`src/sv/stic_pkg.sv`:
```
// Package: status codes, register indexes and defaults of the table check unit
`default_nettype none

package stic_pkg;

	localparam int unsigned DefaultCountWidth = 16;

	localparam int unsigned PaddrWidth = 4;

	typedef enum logic [2:0] {
		STATUS_OK         = 3'd0,
		STATUS_SHORT_HEAD = 3'd1,
		STATUS_MISALIGNED = 3'd2,
		STATUS_BAD_PAD    = 3'd3,
		STATUS_MISMATCH   = 3'd4,
		STATUS_SKIPPED    = 3'd5
	} status_t;

	typedef enum logic [1:0] {
		REG_REQUIRE_ALIGNMENT    = 2'd0,
		REG_REQUIRE_ZERO_PADDING = 2'd1,
		REG_VERIFY_CHECKSUMS     = 2'd2
	} reg_index_t;

	localparam logic [3:0] HeadSkipFirst = 4'd8;
	localparam logic [3:0] HeadMinLength = 4'd12;
	localparam logic [1:0] PadPosMax     = 2'd3;

endpackage

`default_nettype wire

```
`src/sv/sfnt_table_integrity_check_unit.sv`:
```
// Top level: sfnt table checksum, padding and alignment check, one byte a cycle unless stalled
//
// Input channel (item_valid / item_stall): one byte of a font table per word,
// table data first, then its alignment padding, last_item on the final word.
// Output channel (result_valid / result_stall): one result word for each input
// word with last_item set, carrying the table status and the font counters.
// The result of a last_item word is registered when the word is accepted.
// Throughput: one input word per cycle while item_stall is low; the per-byte sum
// and checks settle in one pass of logic between the table state registers.
// A two-deep result buffer (output register plus skid register) lets input
// words flow while a result is stalled; item_stall rises only when both hold
// a result, and falls the cycle after the output register is taken.
// The user writes configuration over the APB port only while the block is idle;
// the block does not enforce it. Reset (arst_n low) sets all three check enables,
// clears the table and font state and counters, and empties the result buffer.
`default_nettype none

module sfnt_table_integrity_check_unit
	import stic_pkg::*;
#(
	parameter int unsigned COUNT_WIDTH = DefaultCountWidth
) (
	input  wire logic                  clk,
	input  wire logic                  arst_n,
	input  wire logic                  psel,
	input  wire logic                  penable,
	input  wire logic                  pwrite,
	input  wire logic [PaddrWidth-1:0] paddr,
	input  wire logic [31:0]           pwdata,
	output      logic [31:0]           prdata,
	output      logic                  pready,
	input  wire logic                  item_valid,
	output      logic                  item_stall,
	input  wire logic [7:0]            data_byte,
	input  wire logic                  is_padding,
	input  wire logic                  empty_table,
	input  wire logic                  last_item,
	input  wire logic                  font_start,
	input  wire logic                  head_table,
	input  wire logic [1:0]            offset_low_bits,
	input  wire logic [31:0]           expected_checksum,
	output      logic                  result_valid,
	input  wire logic                  result_stall,
	output      logic [2:0]            status,
	output      logic [31:0]           actual_checksum,
	output      logic [7:0]            bad_padding_value,
	output      logic [1:0]            bad_padding_index,
	output      logic [15:0]           aligned_table_count,
	output      logic [15:0]           verified_table_count,
	output      logic [47:0]           payload_bytes,
	output      logic [17:0]           padding_bytes
);

	typedef struct packed {
		status_t     status;
		logic [31:0] checksum;
		logic [7:0]  pad_value;
		logic [1:0]  pad_index;
		logic [15:0] aligned;
		logic [15:0] verified;
		logic [47:0] payload;
		logic [17:0] padding;
	} result_t;

	logic require_alignment_q;
	logic require_zero_padding_q;
	logic verify_checksums_q;

	logic [31:0]            byte_pos_q;
	logic [31:0]            run_sum_q;
	logic [1:0]             pad_pos_q;
	logic                   pad_fault_q;
	logic [7:0]             fault_value_q;
	logic [1:0]             fault_index_q;
	logic                   font_failed_q;
	logic [COUNT_WIDTH-1:0] aligned_cnt_q;
	logic [COUNT_WIDTH-1:0] verified_cnt_q;
	logic [47:0]            payload_cnt_q;
	logic [17:0]            padding_cnt_q;

	result_t out_q;
	result_t skid_q;
	logic    out_valid_q;
	logic    skid_valid_q;

	logic                   item_acc;
	logic                   out_take;
	logic [31:0]            bp_e;
	logic [31:0]            sum_e;
	logic [1:0]             pp_e;
	logic                   pf_e;
	logic [7:0]             fv_e;
	logic [1:0]             fi_e;
	logic                   ff_e;
	logic [COUNT_WIDTH-1:0] al_e;
	logic [COUNT_WIDTH-1:0] vc_e;
	logic [47:0]            pay_e;
	logic [17:0]            padc_e;
	logic [31:0]            bp_n;
	logic [31:0]            sum_n;
	logic [1:0]             pp_n;
	logic                   pf_n;
	logic [7:0]             fv_n;
	logic [1:0]             fi_n;
	logic [31:0]            term;
	logic                   skip_byte;
	logic                   short_head;
	logic                   misaligned;
	logic                   counts_ok;
	logic                   pad_fail;
	logic                   sum_fail;
	logic [48:0]            pay_sum;
	logic [18:0]            padc_sum;
	logic [COUNT_WIDTH-1:0] al_n;
	logic [COUNT_WIDTH-1:0] vc_n;
	logic [47:0]            pay_n;
	logic [17:0]            padc_n;
	logic                   ff_n;
	status_t                st;
	result_t                res;

	assign pready = 1'b1;

	always_comb begin
		case (reg_index_t'(paddr[3:2]))
			REG_REQUIRE_ALIGNMENT:    prdata = {31'd0, require_alignment_q};
			REG_REQUIRE_ZERO_PADDING: prdata = {31'd0, require_zero_padding_q};
			REG_VERIFY_CHECKSUMS:     prdata = {31'd0, verify_checksums_q};
			default:                  prdata = 32'd0;
		endcase
	end

	always_ff @(posedge clk or negedge arst_n) begin
		if (!arst_n) begin
			require_alignment_q    <= 1'b1;
			require_zero_padding_q <= 1'b1;
			verify_checksums_q     <= 1'b1;
		end else if (psel && penable && pwrite && pready) begin
			case (reg_index_t'(paddr[3:2]))
				REG_REQUIRE_ALIGNMENT:    require_alignment_q <= pwdata[0];
				REG_REQUIRE_ZERO_PADDING: require_zero_padding_q <= pwdata[0];
				REG_VERIFY_CHECKSUMS:     verify_checksums_q <= pwdata[0];
				default: ;
			endcase
		end
	end

	assign item_stall = skid_valid_q;
	assign item_acc   = item_valid && !item_stall;
	assign out_take   = out_valid_q && !result_stall;

	always_comb begin
		bp_e   = font_start ? 32'd0 : byte_pos_q;
		sum_e  = font_start ? 32'd0 : run_sum_q;
		pp_e   = font_start ? 2'd0 : pad_pos_q;
		pf_e   = font_start ? 1'b0 : pad_fault_q;
		fv_e   = font_start ? 8'd0 : fault_value_q;
		fi_e   = font_start ? 2'd0 : fault_index_q;
		ff_e   = font_start ? 1'b0 : font_failed_q;
		al_e   = font_start ? '0 : aligned_cnt_q;
		vc_e   = font_start ? '0 : verified_cnt_q;
		pay_e  = font_start ? 48'd0 : payload_cnt_q;
		padc_e = font_start ? 18'd0 : padding_cnt_q;

		case (bp_e[1:0])
			2'd0:    term = {data_byte, 24'd0};
			2'd1:    term = {8'd0, data_byte, 16'd0};
			2'd2:    term = {16'd0, data_byte, 8'd0};
			default: term = {24'd0, data_byte};
		endcase
		skip_byte = head_table && bp_e >= 32'(HeadSkipFirst) && bp_e < 32'(HeadMinLength);

		bp_n  = bp_e;
		sum_n = sum_e;
		pp_n  = pp_e;
		pf_n  = pf_e;
		fv_n  = fv_e;
		fi_n  = fi_e;
		if (!empty_table) begin
			if (is_padding) begin
				if (data_byte != 8'd0 && !pf_e) begin
					pf_n = 1'b1;
					fv_n = data_byte;
					fi_n = pp_e;
				end
				if (pp_e != PadPosMax) pp_n = pp_e + 2'd1;
			end else begin
				if (!skip_byte) sum_n = sum_e + term;
				if (bp_e != 32'hFFFF_FFFF) bp_n = bp_e + 32'd1;
			end
		end

		short_head = verify_checksums_q && head_table && bp_n < 32'(HeadMinLength);
		misaligned = require_alignment_q && offset_low_bits != 2'd0;
		counts_ok  = !ff_e && !short_head && !misaligned;
		pad_fail   = require_zero_padding_q && pf_n;
		sum_fail   = verify_checksums_q && sum_n != expected_checksum;

		pay_sum  = {1'b0, pay_e} + 49'(bp_n);
		padc_sum = {1'b0, padc_e} + 19'(pp_n);

		al_n   = al_e;
		vc_n   = vc_e;
		pay_n  = pay_e;
		padc_n = padc_e;
		if (counts_ok) begin
			if (offset_low_bits == 2'd0 && al_e != '1) al_n = al_e + 1'b1;
			pay_n = pay_sum[48] ? '1 : pay_sum[47:0];
			if (!pad_fail) begin
				if (require_zero_padding_q) padc_n = padc_sum[18] ? '1 : padc_sum[17:0];
				if (verify_checksums_q && !sum_fail && vc_e != '1) vc_n = vc_e + 1'b1;
			end
		end

		if (ff_e)            st = STATUS_SKIPPED;
		else if (short_head) st = STATUS_SHORT_HEAD;
		else if (misaligned) st = STATUS_MISALIGNED;
		else if (pad_fail)   st = STATUS_BAD_PAD;
		else if (sum_fail)   st = STATUS_MISMATCH;
		else                 st = STATUS_OK;

		ff_n = ff_e || (st != STATUS_OK);

		res.status    = st;
		res.checksum  = sum_n;
		res.pad_value = fv_n;
		res.pad_index = fi_n;
		res.aligned   = 16'(al_n);
		res.verified  = 16'(vc_n);
		res.payload   = pay_n;
		res.padding   = padc_n;
	end

	always_ff @(posedge clk or negedge arst_n) begin
		if (!arst_n) begin
			byte_pos_q     <= 32'd0;
			run_sum_q      <= 32'd0;
			pad_pos_q      <= 2'd0;
			pad_fault_q    <= 1'b0;
			fault_value_q  <= 8'd0;
			fault_index_q  <= 2'd0;
			font_failed_q  <= 1'b0;
			aligned_cnt_q  <= '0;
			verified_cnt_q <= '0;
			payload_cnt_q  <= 48'd0;
			padding_cnt_q  <= 18'd0;
		end else if (item_acc) begin
			if (last_item) begin
				byte_pos_q     <= 32'd0;
				run_sum_q      <= 32'd0;
				pad_pos_q      <= 2'd0;
				pad_fault_q    <= 1'b0;
				fault_value_q  <= 8'd0;
				fault_index_q  <= 2'd0;
				font_failed_q  <= ff_n;
				aligned_cnt_q  <= al_n;
				verified_cnt_q <= vc_n;
				payload_cnt_q  <= pay_n;
				padding_cnt_q  <= padc_n;
			end else begin
				byte_pos_q     <= bp_n;
				run_sum_q      <= sum_n;
				pad_pos_q      <= pp_n;
				pad_fault_q    <= pf_n;
				fault_value_q  <= fv_n;
				fault_index_q  <= fi_n;
				font_failed_q  <= ff_e;
				aligned_cnt_q  <= al_e;
				verified_cnt_q <= vc_e;
				payload_cnt_q  <= pay_e;
				padding_cnt_q  <= padc_e;
			end
		end
	end

	always_ff @(posedge clk or negedge arst_n) begin
		if (!arst_n) begin
			out_valid_q  <= 1'b0;
			skid_valid_q <= 1'b0;
		end else if (skid_valid_q) begin
			if (out_take) begin
				skid_valid_q <= 1'b0;
			end
		end else if (item_acc && last_item) begin
			if (out_valid_q && !out_take) begin
				skid_valid_q <= 1'b1;
			end else begin
				out_valid_q <= 1'b1;
			end
		end else if (out_take) begin
			out_valid_q <= 1'b0;
		end
	end

	always_ff @(posedge clk) begin
		if (skid_valid_q) begin
			if (out_take) out_q <= skid_q;
		end else if (item_acc && last_item) begin
			if (out_valid_q && !out_take) skid_q <= res;
			else out_q <= res;
		end
	end

	assign result_valid         = out_valid_q;
	assign status               = out_q.status;
	assign actual_checksum      = out_q.checksum;
	assign bad_padding_value    = out_q.pad_value;
	assign bad_padding_index    = out_q.pad_index;
	assign aligned_table_count  = out_q.aligned;
	assign verified_table_count = out_q.verified;
	assign payload_bytes        = out_q.payload;
	assign padding_bytes        = out_q.padding;

endmodule

`default_nettype wire

```
`config.mk`:
```
export PLATFORM = sky130hd
export DESIGN_NAME = sfnt_table_integrity_check_unit
export DESIGN_NICKNAME = d
export VERILOG_FILES = /design/src/sv/stic_pkg.sv /design/src/sv/sfnt_table_integrity_check_unit.sv
export SDC_FILE = /design/constraint.sdc
export NUM_CORES = 1
export LEC_CHECK = 0
export BUFFER_PORTS_ARGS = -buffer_cell sky130_fd_sc_hd__buf_2
export CAP_MARGIN = 20
export CORE_MARGIN = 4
export CORE_UTILIZATION = 52
export DETAILED_ROUTE_END_ITERATION = 10
export PLACE_DENSITY = 0.71
export SETUP_SLACK_MARGIN = 0.2
export SLEW_MARGIN = 20
export SYNTH_ARGS = -nofsm -noshare
export SYNTH_HDL_FRONTEND = slang
export SYNTH_SLANG_ARGS = --single-unit
```
`constraint.sdc`:
```
create_clock -name clk -period 11.1 [get_ports clk]
set_input_delay 1.665 -clock clk [delete_from_list [all_inputs] [get_ports clk]]
set_output_delay 1.665 -clock clk [all_outputs]
set_load 0.005 [all_outputs]
```
==> impl_metrics.json <==
{
  "rows": 85,
  "grt_start_max_net_pins": 144,
  "peakVddDrop_mv": 0.140,
  "yosysMostFrequentCell": "nand2_1",
  "maxCapViolCount": 0,
  "finalPower_mw": 5.60,
  "crit_required_ps": 11550,
  "slew_violations": 0,
  "wirelength_mm": 88.6,
  "wl_per_cell_um": 23.5,
  "netlist_area_um2": 28300,
  "seq_area_frac_synth_pct": 46.4,
  "grt_pass1_wl_mm": 136,
  "finalSetupViolCount": 0,
  "pin_count": 268,
  "p_leak_nw": 12.9,
  "grt_util_met3_pct": 4.77,
  "slowest_delay_ps": 1040,
  "final_nets": 3187,
  "synth-edff-count": 286,
  "routed_via_density": 6.33,
  "period_share_pct": 77.4,
  "p_int_mw": 3.80,
  "synthDistinctLibCells": 96,
  "drc": 0,
  "postLayoutCoreUtil_pct": 58.4,
  "cts_root_buf": "clkbuf_16",
  "slowest_stage": "nand4_1",
  "vias": 23814,
  "gr-usage-met1_pct": 43.4,
  "dp_hpwl_mm": 62.4,
  "p_sw_mw": 1.80,
  "grt.total_usage_pct": 29.9,
  "clock_skew_ps": 23.6,
  "die_w_um": 241,
  "clk_latency_ps": 620,
  "hold_buffers": 0,
  "ys.flop_type": "edfxtp_1",
  "grt_pass1_vias": 22913,
  "tns_ps": 0,
  "top_usage_layer": "met2",
  "status": "completed",
  "ys_async_sr_fraction_pct": 38.8,
  "ant_nets": 0,
  "fp.coreArea_um2": 53800,
  "die_area_um2": 58200,
  "area_growth_pct": 11.1,
  "synth_area_per_cell_um2": 9.71,
  "cts_tree": "done",
  "placed_cells": 3664,
  "gp_congestion": 0.929,
  "hold_viol_final": 0,
  "pwr-share-comb_pct": 26.9,
  "hold_ws_ps": 487,
  "clockBufferDepth": 3,
  "ys_seq_elements": 467,
  "ys_top_cells_by_area": "edfxtp_1 30%, dfrtp_1 16%, nand2_1 4.6%",
  "grt_antenna_before_repair": 10,
  "worstSetupPathType": "input port to flop",
  "power.share.clock_pct": 31.4,
  "switching_share_pct": 32.1,
  "tightest_slew_ps": 1110,
  "synthTopCellsByCount": "343 x nand2_1, 286 x edfxtp_1, 194 x nor2_1",
  "die_h_um": 241,
  "fin_crit_ps": 8600,
  "yosysWarnings": 0,
  "arrival_ps": 9050,
  "slew_headroom_pct": 25.6,
  "yosys.area.top_type": "edfxtp_1",
  "cp-start-kind": "input port",
  "port_buffers": 202,
  "clock_sinks": 467,
  "hold_depth": 1,
  "cts_resized": 0,
  "layout-drive-gt1-share_pct": 14.5,
  "clk_pin_slew_ps": 60,
  "rsz0062_at_grt": "no",
  "drt_iter0_drc": 2162,
  "cts_setup_buffers": 0,
  "netlist.area_leader.share_pct": 30.4,
  "initial_core_util_pct": 52.5,
  "met2_usage_pct": 47.3,
  "crit_fanout": 64,
  "cts_made_buffers": 52,
  "fmax_ghz": 0.116,
  "seq_power_share_pct": 41.6,
  "drt_first_pass_iters": 5,
  "cp-end-kind": "flop",
  "fill_cells": 4604,
  "power_density_nw_per_um2": 178,
  "stdcell_count": 3762,
  "r2r_cells": 16,
  "netlist_instances": 2911,
  "cp_cell_sequence": "buf_6, nor2b_1, ha_1, nor2b_1, and2_1, ha_1, a21oi_1, o21ai_0, nor3_1, nand3_1, nand3_1, a32o_1, or4_1, o31ai_1, nand4_1, or3_1, a31oi_1",
  "grt_remaining_overflow": 0,
  "cts_htree_levels": 2,
  "holdCritPathClass": "flop to flop"
}
-- final timing paths --
| check | startpoint | to | slack [ps] |
|---|---|---|---|
| worst max register to register | byte_pos_q[0] | verified_table_count[10] | 3510 |
| worst min register to register | payload_cnt_q[13] | payload_cnt_q[13] | 490 |
| min in group asynchronous | arst_n | run_sum_q[19] | 1030 |
| worst min-delay path | payload_cnt_q[13] | payload_cnt_q[13] | 490 |
| worst max-delay path | font_start | verified_table_count[10] | 2500 |
| max in group asynchronous | arst_n | item_stall | 8570 |
-- registers in the layout, indices dropped and copies added, names as in the netlist, 2 cells and up --
signal                flops
fault_value_q             8
padding_cnt_q            18
payload_cnt_q            48
status                    3
padding_bytes            18
run_sum_q                32
byte_pos_q               32
bad_padding_value         8
payload_bytes            48
bad_padding_index         2
aligned_table_count      16
aligned_cnt_q            16
fault_index_q             2
verified_table_count     16
skid_q                  143
pad_pos_q                 2
verified_cnt_q           16
actual_checksum          32
-- per-layer routing --
metal / wire length, um / vias up
met1: 39200 / 11777
li1: - / 10936
met5: 32 / -
met3: 6340 / 161
met4: 2250 / 6
met2: 40700 / 934
-- metrics by stage --
| stage | cell area, um^2 | setup WS (ps) |
|---|---|---|
| 2_1_floorplan | 28400 | 935 |
| 3_3_place_gp | 29700 | 2240 |
| 3_5_place_dp | 29700 | 2200 |
| 4_1_cts | 31400 | 2820 |
| 5_1_grt | 31400 | 2220 |
| 6_report | 31400 | 2500 |
-- critical path: cells and delay by family --
| kind | cells | cell delay (ps) |
|---|---|---|
| simple gates | 9 | 3970 |
| compound gates | 5 | 2120 |
| fa+ha+maj | 2 | 840 |
| buf+inv | 1 | 430 |
-- cell usage in the layout (no fill, tap or decap), drive strengths merged, types with 47 or more instances in the layout --
master,instances
nand2,343
edfxtp,286
buf,235
nor2,194
dfrtp,178
o21ai,166
a21oi,145
xnor2,110
a22o,94
nor2b,93
mux2,90
inv,83
nand3,82
nor3,79
ha,72
clkbuf,67
a31oi,51
nand4,48
and2,47
-- cells by family after synthesis --
kind of cell             after synthesis  share of synthesized area (%)
AND/OR/NAND/NOR                     1078                           19.0
buffers and inverters                289                           4.36
AO/OA/AOI/OAI                        740                           17.8
other                                  2                         0.0266
flip-flops                           467                           46.4
adder cells (fa/ha/maj)               75                           3.40
XOR/XNOR                             156                           4.88
multiplexers                         104                           4.08
-- layout make-up --
| cell class | instances | area, um^2 | share of cell area, % |
|---|---|---|---|
| Antenna cell | 1 | 2.50 | 0.00796 |
| Multi-Input combinational cell | 2185 | 14100 | 44.9 |
| Clock inverter | 30 | 362 | 1.15 |
| Tap cell | 696 | 871 | 2.77 |
| Timing Repair Buffer | 235 | 1280 | 4.08 |
| Sequential cell | 467 | 13100 | 41.8 |
| Inverter | 81 | 307 | 0.975 |
| Clock buffer | 67 | 1370 | 4.35 |
-- power by group through the flow --
stage               logic (mW)  clock network, mW  registers, mW
floorplan                0.934                  0           2.40
global route              1.65               1.87           2.36
detailed placement        1.50                  0           2.36
finish                    1.51               1.76           2.33
CTS                       1.51               1.79           2.33
global placement          1.47                  0           2.35
Note: power is estimated with default switching activity, not from simulation.
